--- config.mk ---
export PLATFORM = sky130hd
export DESIGN_NAME = ufmst_engine
export DESIGN_NICKNAME = d
export VERILOG_FILES = /design/src/rtl/ufmst_pkg.sv /design/src/rtl/ufmst_engine.sv
export SDC_FILE = /design/constraint.sdc
export NUM_CORES = 1
export LEC_CHECK = 0
export BUFFER_PORTS_ARGS = -buffer_cell sky130_fd_sc_hd__buf_4
export CAP_MARGIN = 20
export CELL_PAD_IN_SITES_DETAIL_PLACEMENT = 0
export CELL_PAD_IN_SITES_GLOBAL_PLACEMENT = 1
export CORE_ASPECT_RATIO = 1.25
export CORE_UTILIZATION = 38
export DETAILED_ROUTE_END_ITERATION = 8
export GPL_ROUTABILITY_DRIVEN = 0
export GPL_TIMING_DRIVEN = 0
export MAX_ROUTING_LAYER = met4
export PLACE_DENSITY = 0.85
export SYNTH_ARGS = -nofsm -noshare
export SYNTH_HDL_FRONTEND = slang
export SYNTH_SLANG_ARGS = --single-unit
--- constraint.sdc ---
create_clock -name i_clk -period 2.6 [get_ports i_clk]
set_input_delay 0.52 -clock i_clk [delete_from_list [all_inputs] [get_ports i_clk]]
set_output_delay 0.52 -clock i_clk [all_outputs]
set_load 0.1 [all_outputs]
--- src/rtl/ufmst_pkg.sv ---
// ----------------------------------------------------------------------------
// ufmst_pkg
// shared beat types, field widths and codes for the kruskal edge filter
// ----------------------------------------------------------------------------
package ufmst_pkg;

    localparam int NODE_FIELD_W   = 10;
    localparam int WEIGHT_FIELD_W = 16;
    localparam int TAG_W          = 16;
    localparam int COST_W         = 26;
    localparam int RANK_W         = 4;
    localparam int NODE_CNT_W     = 11;

    localparam logic [RANK_W-1:0]     RANK_MAX       = 4'd15;
    localparam logic [NODE_CNT_W-1:0] NODE_CNT_RESET = 11'd1024;

    // command codes
    localparam logic CMD_CLEAR = 1'b0;
    localparam logic CMD_EDGE  = 1'b1;

    typedef struct packed {
        logic                      command;
        logic [NODE_FIELD_W-1:0]   node_a;
        logic [NODE_FIELD_W-1:0]   node_b;
        logic [WEIGHT_FIELD_W-1:0] edge_weight;
        logic [TAG_W-1:0]          edge_tag;
    } t_in_beat;

    typedef struct packed {
        logic              accepted;
        logic [COST_W-1:0] tree_cost;
        logic [TAG_W-1:0]  tag_out;
    } t_out_beat;

    typedef struct packed {
        logic idle;
        logic res_valid;
    } t_eng_stat;

endpackage

--- src/rtl/ufmst_engine.sv ---
// ----------------------------------------------------------------------------
// ufmst_engine
// sequencer: clearing sweep, index wrap, two finds with path compression,
// union by rank and cost accumulation over the table memory
// ----------------------------------------------------------------------------
module ufmst_engine #(
    parameter int MAX_NODES   = 1024,
    parameter int WEIGHT_BITS = 16,
    parameter int NODE_W      = 10,
    parameter int ENT_W       = 14
) (
    input  logic                                i_clk,
    input  logic                                i_rst_n,
    input  logic                                i_start,
    input  ufmst_pkg::t_in_beat                 i_item,
    input  logic [ufmst_pkg::NODE_CNT_W-1:0]    i_node_count,
    input  logic                                i_res_ready,
    output ufmst_pkg::t_eng_stat                o_stat,
    output ufmst_pkg::t_out_beat                o_res,
    output logic [NODE_W-1:0]                   o_rd_addr,
    input  logic [ENT_W-1:0]                    i_rd_data,
    output logic                                o_wr_en,
    output logic [NODE_W-1:0]                   o_wr_addr,
    output logic [ENT_W-1:0]                    o_wr_data
);

    localparam int F      = ufmst_pkg::NODE_FIELD_W;
    localparam int WF     = ufmst_pkg::WEIGHT_FIELD_W;
    localparam int RW     = ufmst_pkg::RANK_W;
    localparam int CW     = ufmst_pkg::COST_W;
    localparam int CNT_W  = NODE_W + 1;
    localparam bit WRAP_ON = (MAX_NODES < (1 << F));

    localparam logic [WF-1:0] WMASK =
        (WEIGHT_BITS >= WF) ? {WF{1'b1}} : WF'((32'd1 << WEIGHT_BITS) - 32'd1);

    // largest shift of the table size that still fits the index field
    function automatic int wrap_shift(input int n);
        int k;
        k = 0;
        for (int i = 0; i < F; i++) begin
            if ((n << i) < (1 << F)) k = i;
        end
        return k;
    endfunction

    localparam int WRAP_SH = wrap_shift(MAX_NODES);

    localparam logic [3:0] S_SWEEP = 4'd0;
    localparam logic [3:0] S_IDLE  = 4'd1;
    localparam logic [3:0] S_WRAP  = 4'd2;
    localparam logic [3:0] S_RD    = 4'd3;
    localparam logic [3:0] S_WALK  = 4'd4;
    localparam logic [3:0] S_CP    = 4'd5;
    localparam logic [3:0] S_UNI   = 4'd6;
    localparam logic [3:0] S_UPR   = 4'd7;
    localparam logic [3:0] S_DONE  = 4'd8;

    logic [3:0]          r_state, n_state;
    logic [CNT_W-1:0]    r_cnt, n_cnt;
    logic [CNT_W-1:0]    r_lim, n_lim;
    logic                r_clear, n_clear;
    logic [F-1:0]        r_wa, n_wa;
    logic [F-1:0]        r_wb, n_wb;
    logic [3:0]          r_wk, n_wk;
    logic                r_side, n_side;
    logic [NODE_W-1:0]   r_cur, n_cur;
    logic [NODE_W-1:0]   r_root, n_root;
    logic [NODE_W-1:0]   r_ra, n_ra;
    logic [NODE_W-1:0]   r_rb, n_rb;
    logic [RW-1:0]       r_ka, n_ka;
    logic [RW-1:0]       r_kb, n_kb;
    logic [WF-1:0]       r_weight, n_weight;
    logic [ufmst_pkg::TAG_W-1:0] r_tag, n_tag;
    logic                r_acc, n_acc;
    logic [CW-1:0]       r_cost, n_cost;

    logic [NODE_W-1:0]   d_par;
    logic [RW-1:0]       d_rank;
    logic [NODE_W-1:0]   node_a, node_b, cur_start;
    logic [F:0]          w_div;
    logic [F-1:0]        wa_red, wb_red;
    logic [CW:0]         cost_sum;

    assign d_par     = i_rd_data[NODE_W-1:0];
    assign d_rank    = i_rd_data[ENT_W-1 -: RW];
    assign node_a    = NODE_W'(r_wa);
    assign node_b    = NODE_W'(r_wb);
    assign cur_start = r_side ? node_b : node_a;

    // one conditional subtract of the shifted table size per cycle
    assign w_div  = (F+1)'(MAX_NODES) << r_wk;
    assign wa_red = ({1'b0, r_wa} >= w_div) ? (r_wa - w_div[F-1:0]) : r_wa;
    assign wb_red = ({1'b0, r_wb} >= w_div) ? (r_wb - w_div[F-1:0]) : r_wb;

    assign cost_sum = {1'b0, r_cost} + (CW+1)'(r_weight);

    always_comb begin
        n_state  = r_state;
        n_cnt    = r_cnt;
        n_lim    = r_lim;
        n_clear  = r_clear;
        n_wa     = r_wa;
        n_wb     = r_wb;
        n_wk     = r_wk;
        n_side   = r_side;
        n_cur    = r_cur;
        n_root   = r_root;
        n_ra     = r_ra;
        n_rb     = r_rb;
        n_ka     = r_ka;
        n_kb     = r_kb;
        n_weight = r_weight;
        n_tag    = r_tag;
        n_acc    = r_acc;
        n_cost   = r_cost;
        o_rd_addr = r_cur;
        o_wr_en   = 1'b0;
        o_wr_addr = r_cur;
        o_wr_data = {d_rank, r_root};

        unique case (r_state)
            S_SWEEP: begin
                if (r_cnt == r_lim) begin
                    n_state = r_clear ? S_DONE : S_IDLE;
                end else begin
                    o_wr_en   = 1'b1;
                    o_wr_addr = r_cnt[NODE_W-1:0];
                    o_wr_data = {RW'(0), r_cnt[NODE_W-1:0]};
                    n_cnt     = r_cnt + CNT_W'(1);
                end
            end
            S_IDLE: begin
                if (i_start) begin
                    n_wa     = i_item.node_a;
                    n_wb     = i_item.node_b;
                    n_weight = i_item.edge_weight & WMASK;
                    n_tag    = i_item.edge_tag;
                    n_acc    = 1'b0;
                    n_side   = 1'b0;
                    if (i_item.command == ufmst_pkg::CMD_CLEAR) begin
                        n_cost  = '0;
                        n_cnt   = '0;
                        n_clear = 1'b1;
                        n_lim   = (32'(i_node_count) > MAX_NODES) ? CNT_W'(MAX_NODES)
                                                                 : CNT_W'(i_node_count);
                        n_state = S_SWEEP;
                    end else if (WRAP_ON) begin
                        n_wk    = 4'(WRAP_SH);
                        n_state = S_WRAP;
                    end else begin
                        n_cur   = NODE_W'(i_item.node_a);
                        n_state = S_RD;
                    end
                end
            end
            S_WRAP: begin
                n_wa = wa_red;
                n_wb = wb_red;
                n_wk = r_wk - 4'd1;
                if (r_wk == 4'd0) begin
                    n_cur   = NODE_W'(wa_red);
                    n_state = S_RD;
                end
            end
            S_RD: begin
                o_rd_addr = r_cur;
                n_state   = S_WALK;
            end
            S_WALK: begin
                if (d_par == r_cur) begin
                    n_root = r_cur;
                    if (!r_side) begin
                        n_ra = r_cur;
                        n_ka = d_rank;
                    end else begin
                        n_rb = r_cur;
                        n_kb = d_rank;
                    end
                    if (cur_start == r_cur) begin
                        if (!r_side) begin
                            n_side  = 1'b1;
                            n_cur   = node_b;
                            n_state = S_RD;
                        end else begin
                            n_state = S_UNI;
                        end
                    end else begin
                        n_cur     = cur_start;
                        o_rd_addr = cur_start;
                        n_state   = S_CP;
                    end
                end else begin
                    n_cur     = d_par;
                    o_rd_addr = d_par;
                end
            end
            S_CP: begin
                // point the visited node straight at its root, keep its rank
                o_wr_en   = 1'b1;
                o_wr_addr = r_cur;
                o_wr_data = {d_rank, r_root};
                if (d_par == r_root) begin
                    if (!r_side) begin
                        n_side  = 1'b1;
                        n_cur   = node_b;
                        n_state = S_RD;
                    end else begin
                        n_state = S_UNI;
                    end
                end else begin
                    n_cur     = d_par;
                    o_rd_addr = d_par;
                end
            end
            S_UNI: begin
                if (r_ra == r_rb) begin
                    n_state = S_DONE;
                end else begin
                    n_acc   = 1'b1;
                    n_cost  = cost_sum[CW] ? {CW{1'b1}} : cost_sum[CW-1:0];
                    o_wr_en = 1'b1;
                    if (r_ka < r_kb) begin
                        o_wr_addr = r_ra;
                        o_wr_data = {r_ka, r_rb};
                        n_state   = S_DONE;
                    end else begin
                        o_wr_addr = r_rb;
                        o_wr_data = {r_kb, r_ra};
                        n_state   = (r_ka == r_kb && r_ka != ufmst_pkg::RANK_MAX)
                                    ? S_UPR : S_DONE;
                    end
                end
            end
            S_UPR: begin
                o_wr_en   = 1'b1;
                o_wr_addr = r_ra;
                o_wr_data = {r_ka + RW'(1), r_ra};
                n_state   = S_DONE;
            end
            S_DONE: begin
                if (i_res_ready) begin
                    n_state = S_IDLE;
                end
            end
            default: begin
                n_state = S_IDLE;
            end
        endcase
    end

    always_ff @(posedge i_clk) begin
        if (!i_rst_n) begin
            r_state <= S_SWEEP;
            r_cnt   <= '0;
            r_lim   <= CNT_W'(MAX_NODES);
            r_clear <= 1'b0;
            r_cost  <= '0;
        end else begin
            r_state <= n_state;
            r_cnt   <= n_cnt;
            r_lim   <= n_lim;
            r_clear <= n_clear;
            r_cost  <= n_cost;
        end
    end

    always_ff @(posedge i_clk) begin
        r_wa     <= n_wa;
        r_wb     <= n_wb;
        r_wk     <= n_wk;
        r_side   <= n_side;
        r_cur    <= n_cur;
        r_root   <= n_root;
        r_ra     <= n_ra;
        r_rb     <= n_rb;
        r_ka     <= n_ka;
        r_kb     <= n_kb;
        r_weight <= n_weight;
        r_tag    <= n_tag;
        r_acc    <= n_acc;
    end

    assign o_stat.idle      = (r_state == S_IDLE);
    assign o_stat.res_valid = (r_state == S_DONE);

    assign o_res.accepted  = r_acc;
    assign o_res.tree_cost = r_cost;
    assign o_res.tag_out   = r_tag;

endmodule

* After elaboration in Yosys (flattened, before gate mapping)
Index checks and enable logic that the tools add are counted.
** Word-level totals
- Register bits after elaboration :: 159
- Bits in latches :: 0
- Memory bits (writable) :: 0
- Bits in read-only memories :: 0
- Input bits :: 82
- Memories :: 0
** Operators by class
- Add/sub/neg operators :: 6
- Multipliers :: 0
- Div/mod/pow operators :: 0
- Order comparisons :: 4
- Equal/unequal tests :: 27
- Shifts and indexed selects :: 1
- Mux-type cells :: 61
- Bitwise operators :: 2
- Reduce and logical (&&, ||, !) cells :: 22
** Operators by type and width (count)
- $mux 10 :: 18
- $mux 26 :: 4
- $pmux 10 s2 :: 3
- $pmux 26 s2 :: 1
- $mux 11 :: 4
- $mux 4 :: 11
- $mux 14 :: 3
- $pmux 14 s3 :: 1
- $eq 10x10->1 :: 4
- $pmux 10 s4 :: 1
- $pmux 4 s9 :: 1
- $pmux 10 s3 :: 1
- $add 26x16->27 :: 1
- $ne 2x2->1 const B :: 12
- $ge 10x11->1 :: 2
- $pmux 11 s2 :: 1
- $sub 10x10->10 :: 2
- $eq 4x3->1 const B :: 4
- $reduce_and 3->1 :: 5
- $reduce_and 4->1 :: 3
- $add 11x1->11 const B :: 1
- $eq 11x11->1 :: 1
- $gt 11x11->1 const B :: 1
- $shl 11x4->11 const A :: 1
- other kinds (23) :: 37

* Depth between registers and ports, before layout
Gate-level depths: netlist of the first run.
- Depth in word-level cells :: 6
- Mapped depth :: 11
- Depth with buffers taken out :: 10

* Worst setup path before layout of the first run
No wires, ideal clock.
- Path kind :: register -> output
- From :: reg r_cur[3]
- To :: out o_rd_addr[0]
- Arrival :: 3790 ps
- Setup slack :: -1710 ps
- Cell stages (with the launch flop) :: 7
- Path buffers :: 1
- Cell sequence :: edfxtp_1 > xnor2_1 > nand4_1 > nor4_4 > nand2_1 > clkbuf_1 > o21ai_0
** On the way
- Cells in the longest elaborated chain, start to end :: 4
** Ends and longest elaborated chain
- from (decl) :: line ufmst_engine.sv:67 : logic [NODE_W-1:0] r_cur, n_cur;
- from (signal assigned) :: line ufmst_engine.sv:273 : r_cur <= n_cur;
- $eq 10x10->1 :: line ufmst_engine.sv:180 : if (cur_start == r_cur) begin
- $mux 10 :: line ufmst_engine.sv:180
- $mux 10 * :: line ufmst_engine.sv:171 : if (d_par == r_cur) begin
- $pmux 10 s2 * :: line ufmst_engine.sv:122 : unique case (r_state)
- to (decl) :: line ufmst_engine.sv:20 : output logic [NODE_W-1:0] o_rd_addr,
Every way passes the cells marked *; elsewhere a longest branch is shown, timed or not.

* Worst setup path after layout of the first run
- From :: reg r_rb[3]
- To :: out o_wr_addr[0]
** On the way
- Cells in the longest elaborated chain, start to end :: 3
** Ends and longest elaborated chain
- from (decl) :: line ufmst_engine.sv:70 : logic [NODE_W-1:0] r_rb, n_rb;
- from (signal assigned) :: line ufmst_engine.sv:276 : r_rb <= n_rb;
- $eq 10x10->1 :: line ufmst_engine.sv:217 : if (r_ra == r_rb) begin
- $mux 10 :: line ufmst_engine.sv:217
- $pmux 10 s3 :: line ufmst_engine.sv:122
- to (decl) :: line ufmst_engine.sv:23 : output logic [NODE_W-1:0] o_wr_addr,
No other way between the ends.

==> Implementation_results.wiki, run 1 <==
{| class="wikitable"
! Metric !! Value
|-
| Ant diodes || 0
|-
| Highest ir drop seen on vdd || 0.000678 V
|-
| Ports || 162
|-
| Cell area after technology mapping || 0.00897 mm²
|-
| Gate count of the mapped netlist || 853
|-
| Number of buffers created by CTS || 17
|-
| Violated checks || setup timing
|-
| Die Footprint || 0.0242 mm²
|-
| Worst clock skew || 0.00907 ns
|-
| Endpoint type of the worst setup path || output port
|-
| Setup violations, final || 35
|-
| Number of detailed-route iterations in the first pass || 6
|-
| Fraction of the mapped netlist area in compound gates || 0.179
|-
| Data required time at the worst endpoint || 2.08 ns
|-
| Routed Antenna Nets || 0
|-
| Adder and majority cell fraction of the synthesized area || 0.0357
|-
| Combinational family with the most area after synthesis || compound AO/OA/AOI/OAI gates
|-
| Placed cell count || 1,305
|-
| Chip width || 139 µm
|-
| Total power density per cell area || 730 mW/mm²
|-
| Yosys warning count || 0
|-
| H-tree level count || 4
|-
| Post-synthesis sequential area ratio || 0.473
|-
| Via count of the first global-routing pass || 8,156
|-
| Launch point of the worst hold path || i_item[29]
|-
| CTS clk-pin slew, worst paths || 0.07 ns
|-
| Detailed placer's ending HPWL || 20.2 mm
|-
| Crit-path max FO || 5
|-
| CP max-delay cell || sky130_fd_sc_hd__edfxtp_1
|-
| Result of the run || finished, violations left
|-
| Number of maximum-capacitance constraint violations || 0
|-
| Fraction of synthesized cell area in xor and xnor cells || 0.0732
|-
| Count of unresolved DRC violations after routing || 0
|-
| Number of slew-limit violations in the final report || 0
|-
| Overflow left after global routing || 0
|-
| Post-layout minimum cycle time || 3.22 ns
|-
| Flip-flop cell with the highest count after synthesis || sky130_fd_sc_hd__edfxtp_1
|-
| Most common cell in the synthesized netlist || sky130_fd_sc_hd__edfxtp_1
|-
| Starting DRT DRC Count || 668
|-
| Worst Path Class, Setup || flop to output port
|-
| Number of hold-repair buffers added at the cts stage || 0
|-
| Startpoint kind of the worst setup timing path || flop
|-
| Share of final-layout standard cells stronger than drive strength 1 || 0.461
|-
| Mean post-synth cell area || 10.5 µm²
|-
| Floorplan row count || 62
|-
| Proportion of netlist area held by the largest area contributor || 0.355
|-
| End point of the worst hold path || r_weight[13]
|-
| Clock net sink count || 159
|-
| Global-route wire length before repair || 44.7 mm
|-
| Source-to-sink clock delay at the later pin of the worst-skew pair || 0.43 ns
|-
| Total of flip-flops plus latches after synthesis || 159
|-
| Delay contributed by the slowest stage of the critical path || 0.46 ns
|-
| Leakage power || 5.24 nW
|-
| Final-report hold violation count || 0
|-
| Part of the cycle the worst path needs || 1.24
|-
| CP Launch Point || r_rb[3]
|-
| Unrepaired setup endpoints after global routing || true
|-
| Via/cell ratio || 5.82
|-
| Number of input and output port buffers inserted || 161
|-
| Routed via count || 8,198
|-
| Slew margin rel. || 0.436
|-
| Simple-gate share of the synthesized area || 0.124
|-
| Multiplexer share of the synthesized area || 0.0756
|-
| Transition time at the pin with the least slew margin || 0.843 ns
|-
| Critical Path AT || 2.70 ns
|-
| Antenna violations before repair || 0
|-
| Gr usage total || 0.246
|-
| Crit path cell chain || xor2_1 -> nor4_2 -> buf_4 -> nand3_4 -> o21bai_1 -> a21o_4 -> buf_12 -> a21oi_4 -> o221ai_4 -> buf_12
|-
| TritonCTS clock tree || done
|-
| Clock Path Buffers || 2
|-
| Area growth from synthesis to final layout || 53.4%
|-
| Final net count || 1,214
|-
| Final non-filler cell area || 0.0138 mm²
|-
| Root cell of the clock tree || sky130_fd_sc_hd__clkbuf_16
|-
| Worst r2r dst || r_cost[17]
|-
| Floorplan die height || 174 µm
|-
| Commonest cells post-synth || sky130_fd_sc_hd__edfxtp_1 (106), sky130_fd_sc_hd__a21oi_1 (57), sky130_fd_sc_hd__nand2_1 (56)
|-
| Type of the worst min-delay path || primary input to flop
|-
| Setup slack of the most critical reg-to-reg path || 0.04 ns
|-
| Core Region || 0.0230 mm²
|-
| Starting density of the core || 0.389
|-
| Top area cells in the synthesized netlist || sky130_fd_sc_hd__edfxtp_1 (35%), sky130_fd_sc_hd__dfxtp_1 (12%), sky130_fd_sc_hd__mux2i_1 (4.8%), sky130_fd_sc_hd__xor2_1 (4.1%), sky130_fd_sc_hd__ha_1 (3.3%)
|-
| Cell accounting for the most synthesized area || sky130_fd_sc_hd__edfxtp_1
|-
| Depth of the worst hold-timing path || 1
|-
| Pin count of the biggest net entering global routing || 19
|-
| Number of enable-type register cells in the synthesized netlist || 106
|-
| Area after detailed placement || 0.0114 mm²
|-
| Share of flip-flops with an asynchronous set or reset || 0
|-
| Routed Wire Length || 29.9 mm
|-
| Depth of the most critical reg-to-reg path || 9
|-
| Total negative setup slack || -18.04 ns
|-
| Critical Path Most Common Cell || sky130_fd_sc_hd__buf_12
|-
| Worst setup margin || -0.620 ns
|-
| Synthesized Nets || 960
|-
| Number of distinct standard cells referenced by the synthesized netlist || 63
|-
| Final non-filler cell total || 1,408
|-
| Maximum clock frequency || 311 MHz
|-
| Source of the worst register-to-register timing path || r_weight[0]
|-
| Detail-routed net length per standard cell || 21.2 µm
|}
-- per-layer routing --
layer	routed length, µm	global-route usage
met5	0	-
met4	1400	0.140
met3	1680	0.0348
met2	15000	0.406
met1	11800	0.286
-- cells in the final DEF, fill, tap and decap left out, types with 9 or more instances in the layout --
| cell type | instances |
|---|---|
| sky130_fd_sc_hd__buf_4 | 198 |
| sky130_fd_sc_hd__edfxtp_1 | 106 |
| sky130_fd_sc_hd__nand2_1 | 47 |
| sky130_fd_sc_hd__inv_1 | 43 |
| sky130_fd_sc_hd__xor2_1 | 40 |
| sky130_fd_sc_hd__a21oi_1 | 37 |
| sky130_fd_sc_hd__nor2_1 | 36 |
| sky130_fd_sc_hd__buf_12 | 28 |
| sky130_fd_sc_hd__xnor2_1 | 28 |
| sky130_fd_sc_hd__dfxtp_1 | 25 |
| sky130_fd_sc_hd__mux2_2 | 22 |
| sky130_fd_sc_hd__o21ai_0 | 22 |
| sky130_fd_sc_hd__o221ai_4 | 21 |
| sky130_fd_sc_hd__nor3_1 | 18 |
| sky130_fd_sc_hd__mux2i_1 | 18 |
| sky130_fd_sc_hd__clkbuf_16 | 18 |
| sky130_fd_sc_hd__ha_1 | 18 |
| sky130_fd_sc_hd__mux2i_2 | 17 |
| sky130_fd_sc_hd__a22oi_2 | 16 |
| sky130_fd_sc_hd__nand3_1 | 14 |
| sky130_fd_sc_hd__dfxtp_2 | 14 |
| sky130_fd_sc_hd__dfxtp_4 | 14 |
| sky130_fd_sc_hd__a21oi_4 | 13 |
| sky130_fd_sc_hd__buf_6 | 13 |
| sky130_fd_sc_hd__buf_8 | 12 |
| sky130_fd_sc_hd__nand4_1 | 11 |
| sky130_fd_sc_hd__clkbuf_1 | 10 |
| sky130_fd_sc_hd__a222oi_1 | 10 |
| sky130_fd_sc_hd__a22o_1 | 10 |
| sky130_fd_sc_hd__and3_1 | 9 |
-- worst max-delay path: cells and delay by family, from the launching register on --
kind,cells,cell delay (ns)
buffers and inverters,3,0.55
AND/OR/NAND/NOR,2,0.33
AO/OA/AOI/OAI,4,0.70
flip-flops,1,0.46
XOR/XNOR,1,0.22
-- cell families after synthesis --
kind of cell    count (synthesis)
compound gates                227
simple gates                  214
flops                         159
buf+inv                        88
xor+xnor                       75
mux                            65
fa+ha+maj                      25
-- cell type report --
type | count | area [µm²]
Tap cell | 288 | 360
Fill cell | 1786 | 9270
Buffer | 33 | 309
Clock inverter | 15 | 183
Clock buffer | 17 | 425
Timing Repair Buffer | 242 | 2260
Sequential cell | 159 | 4310
Inverter | 47 | 184
Multi-Input combinational cell | 607 | 5730
-- state kept, by name, indices dropped and copies added, names as in the netlist --
name	cells
r_cur	10
r_side	1
r_cost	26
r_lim	11
r_state	4
r_ka	4
r_kb	4
r_rb	10
r_weight	16
r_wk	4
r_ra	10
r_cnt	11
node_b	10
r_root	10
r_tag	16
node_a	10
r_acc	1
r_clear	1
-- where the power goes --
group          switching [W]  internal (W)  total, W
clock network        0.00108       0.00152   0.00260
logic                0.00282       0.00159   0.00440
registers           0.000145       0.00289   0.00304
-- worst max-delay path by stage --
stage                         to  slack [ns]  cells after the start
finish              o_wr_addr[0]       -0.62                     10
global route        o_wr_data[3]       -0.68                      9
floorplan           o_rd_addr[1]       -0.96                      6
detailed placement  o_rd_addr[8]       -1.00                     10
CTS                 o_wr_data[1]       -0.65                      9
global placement    o_rd_addr[0]       -0.97                     10
-- per-stage QoR --
| step | hold slack (ns) | power [W] | utilization | setup slack (ns) |
|---|---|---|---|---|
| after floorplan | 0.443 | 0.00588 | - | -0.962 |
| after CTS | 0.249 | 0.00985 | 0.576 | -0.651 |
| after detailed placement | 0.461 | 0.00671 | 0.495 | -1.00 |
| final | 0.259 | 0.0100 | 0.597 | -0.620 |
| after global routing | 0.249 | 0.0103 | 0.597 | -0.681 |
| after global placement | 0.453 | 0.00666 | 0.494 | -0.973 |
-- what timing repair did --
item	in CTS	in global routing
gates cloned	4	1
gates resized for setup	182	89
pin swaps	35	39
buffers inserted	57	17
setup endpoints to repair	125	111
No activity file was read; power rests on OpenSTA's default activity.
==> run 2: changes to the inputs <==
- ABC_AREA: not set -> 0
- CORE_ASPECT_RATIO: 1.25 -> not set
- CTS_CLUSTER_SIZE: not set -> 12
==> Implementation_results.wiki, run 2 (synthesized netlist as in run 1, its figures left out) <==
{| class="wikitable"
! Metric !! Value
|-
| Result of the run || finished, violations left
|-
| Violated checks || setup timing
|-
| H-tree level count || 4 (unchanged)
|-
| Floorplan row count || 55 (-11%)
|-
| Slew margin rel. || 0.478 (+0.0420)
|-
| Starting DRT DRC Count || 816 (+22%)
|-
| Area growth from synthesis to final layout || 55.6%
|-
| Routed Wire Length || 30.4 mm (+1.7%)
|-
| Ports || 162 (unchanged)
|-
| TritonCTS clock tree || done
|-
| Core Region || 0.0229 mm² (-0.54%)
|-
| Part of the cycle the worst path needs || 1.26 (+0.0221)
|-
| Overflow left after global routing || 0 (unchanged)
|-
| Unrepaired setup endpoints after global routing || true
|-
| Detail-routed net length per standard cell || 21.1 µm (-0.86%)
|-
| Number of flip-flops under the largest register name || 26 (unchanged)
|-
| Count of unresolved DRC violations after routing || 0 (unchanged)
|-
| Number of maximum-capacitance constraint violations || 0 (unchanged)
|-
| Floorplan die height || 156 µm (-10%)
|-
| Post-layout minimum cycle time || 3.28 ns (+0.0575 ns)
|-
| Data required time at the worst endpoint || 2.08 ns (about the same)
|-
| Number of buffers created by CTS || 17 (unchanged)
|-
| Final-report hold violation count || 0 (unchanged)
|-
| Number of detailed-route iterations in the first pass || 7 (+1)
|-
| Clock Path Buffers || 2 (unchanged)
|-
| Leading cell type in the layout, fill and taps excluded || sky130_fd_sc_hd__buf_4
|-
| Post-Route Utilization || 0.609 (+0.0116)
|-
| Transition time at the pin with the least slew margin || 0.783 ns (-0.0599 ns)
|-
| Root cell of the clock tree || sky130_fd_sc_hd__clkbuf_16
|-
| Type of the worst min-delay path || primary input to flop
|-
| Starting density of the core || 0.392 (+0.00211)
|-
| Via count of the first global-routing pass || 8,131 (-0.31%)
|-
| Ant diodes || 0 (unchanged)
|-
| Global-route wire length before repair || 44.9 mm (+0.32%)
|-
| Filler instances || 1,786 (unchanged)
|-
| Clock net sink count || 159 (unchanged)
|-
| Die Footprint || 0.0242 mm² (about the same)
|-
| Total power density per cell area || 720 mW/mm² (-1.4%)
|-
| Antenna violations before repair || 0 (unchanged)
|-
| Routed via count || 8,348 (+1.8%)
|-
| Leading cell types in the layout, fill and taps excluded || sky130_fd_sc_hd__buf_4 (209), sky130_fd_sc_hd__edfxtp_1 (106), sky130_fd_sc_hd__nand2_1 (44)
|-
| Gr usage total || 0.249 (+0.00354)
|-
| Leakage power || 5.36 nW (+2.1%)
|-
| Source-to-sink clock delay at the later pin of the worst-skew pair || 0.43 ns (about the same)
|-
| Register with the most flip-flops || r_cost
|-
| Startpoint kind of the worst setup timing path || flop
|-
| Worst clock skew || 0.0107 ns (+0.00166 ns)
|-
| Crit-path max FO || 10 (+5)
|-
| Final net count || 1,226 (+0.99%)
|-
| Pin count of the biggest net entering global routing || 19 (unchanged)
|-
| Total negative setup slack || -18.64 ns (-0.601 ns)
|-
| Worst setup margin || -0.677 ns (-0.0575 ns)
|-
| Maximum clock frequency || 305 MHz (-1.8%)
|-
| Share of final-layout standard cells stronger than drive strength 1 || 0.478 (+0.0172)
|-
| Routed Antenna Nets || 0 (unchanged)
|-
| Endpoint type of the worst setup path || output port
|-
| Worst Path Class, Setup || flop to output port
|-
| Highest ir drop seen on vdd || 0.000471 V (-30%)
|-
| Setup violations, final || 35 (unchanged)
|-
| Placed cell count || 1,330 (+1.9%)
|-
| Final non-filler cell total || 1,445 (+2.6%)
|-
| Registers with the most flip-flops || r_cost x26, r_tag x16, r_weight x16
|-
| Chip width || 156 µm (+12%)
|-
| Via/cell ratio || 5.78 (-0.78%)
|-
| Number of slew-limit violations in the final report || 0 (unchanged)
|-
| Critical Path AT || 2.76 ns (+0.06 ns)
|-
| Detailed placer's ending HPWL || 19.9 mm (-1.5%)
|-
| Number of input and output port buffers inserted || 161 (unchanged)
|-
| CTS clk-pin slew, worst paths || 0.07 ns (about the same)
|}
run 2: cell count changes in the layout (fill, tap and decap cells not counted), moves of 4 or more:
cell,previous run,this run
sky130_fd_sc_hd__mux2i_4,8,16
sky130_fd_sc_hd__mux2i_2,17,13
sky130_fd_sc_hd__mux2i_1,18,14
sky130_fd_sc_hd__nor2_2,4,8
sky130_fd_sc_hd__clkinvlp_4,6,2
sky130_fd_sc_hd__clkbuf_16,18,23
sky130_fd_sc_hd__buf_12,28,32
sky130_fd_sc_hd__buf_4,198,209
sky130_fd_sc_hd__buf_8,12,7
run 2: report_power, final:
part	total (W)	internal, W	leakage (nW)	switching, W
Sequential	0.00304	0.00289	1.40	0.000155
Clock	0.00258	0.00147	0.311	0.00111
Combinational	0.00442	0.00161	3.64	0.00280
run 2: timing repair:
action | 4_1_cts | 5_1_grt
hold buffers | 0 | 0
pin swaps | 30 | 32
resized for setup | 184 | 99
setup buffers | 57 | 29
setup endpoints to repair | 128 | 123
gates cloned | 2 | 3
run 2: worst max-delay path, cell delays in order (launching register included):
cell and delay (ns):
sky130_fd_sc_hd__edfxtp_1 0.42, sky130_fd_sc_hd__xor2_1 0.21, sky130_fd_sc_hd__nor4_4 0.39, sky130_fd_sc_hd__nand3_2 0.19
sky130_fd_sc_hd__o21bai_1 0.17, sky130_fd_sc_hd__a21o_2 0.20, sky130_fd_sc_hd__buf_12 0.17, sky130_fd_sc_hd__a21oi_4 0.06
sky130_fd_sc_hd__o221ai_4 0.27, sky130_fd_sc_hd__buf_12 0.21
run 2: layout make-up:
| class | count | area, µm² | share of cell area |
|---|---|---|---|
| Clock inverter | 11 | 83.8 | 0.00601 |
| Tap cell | 313 | 392 | 0.0281 |
| Multi-Input combinational cell | 608 | 5800 | 0.415 |
| Clock buffer | 21 | 526 | 0.0377 |
| Sequential cell | 159 | 4320 | 0.309 |
| Inverter | 47 | 184 | 0.0132 |
| Buffer | 34 | 303 | 0.0217 |
| Timing Repair Buffer | 252 | 2360 | 0.169 |
run 2: through the flow:
stage	hold slack, ns	setup WS [ns]	area, µm²	total power, W
after global routing	0.244	-0.759	14000	0.0103
after detailed placement	0.462	-0.940	11500	0.00669
after global placement	0.454	-0.954	11400	0.00664
after CTS	0.246	-0.669	13300	0.00982
after floorplan	0.443	-0.962	9800	0.00588
final	0.258	-0.677	14000	0.0100
run 2: worst paths after layout:
check,from,endpoint,slack [ns],cells after the start
max reg2reg,r_side,r_cur[4],0.03,9
max,r_rb[4],o_wr_data[1],-0.68,9
min,i_item[6],r_tag[6],0.26,1
min reg2reg,r_lim[1],r_lim[1],0.48,2
run 2: metal layers:
metal	up-vias	wire length, µm	global-route usage
li1	3806	-	-
met1	4057	12900	0.330
met2	401	14400	0.388
met3	84	2010	0.0342
met4	0	1110	0.0971
met5	-	0	-
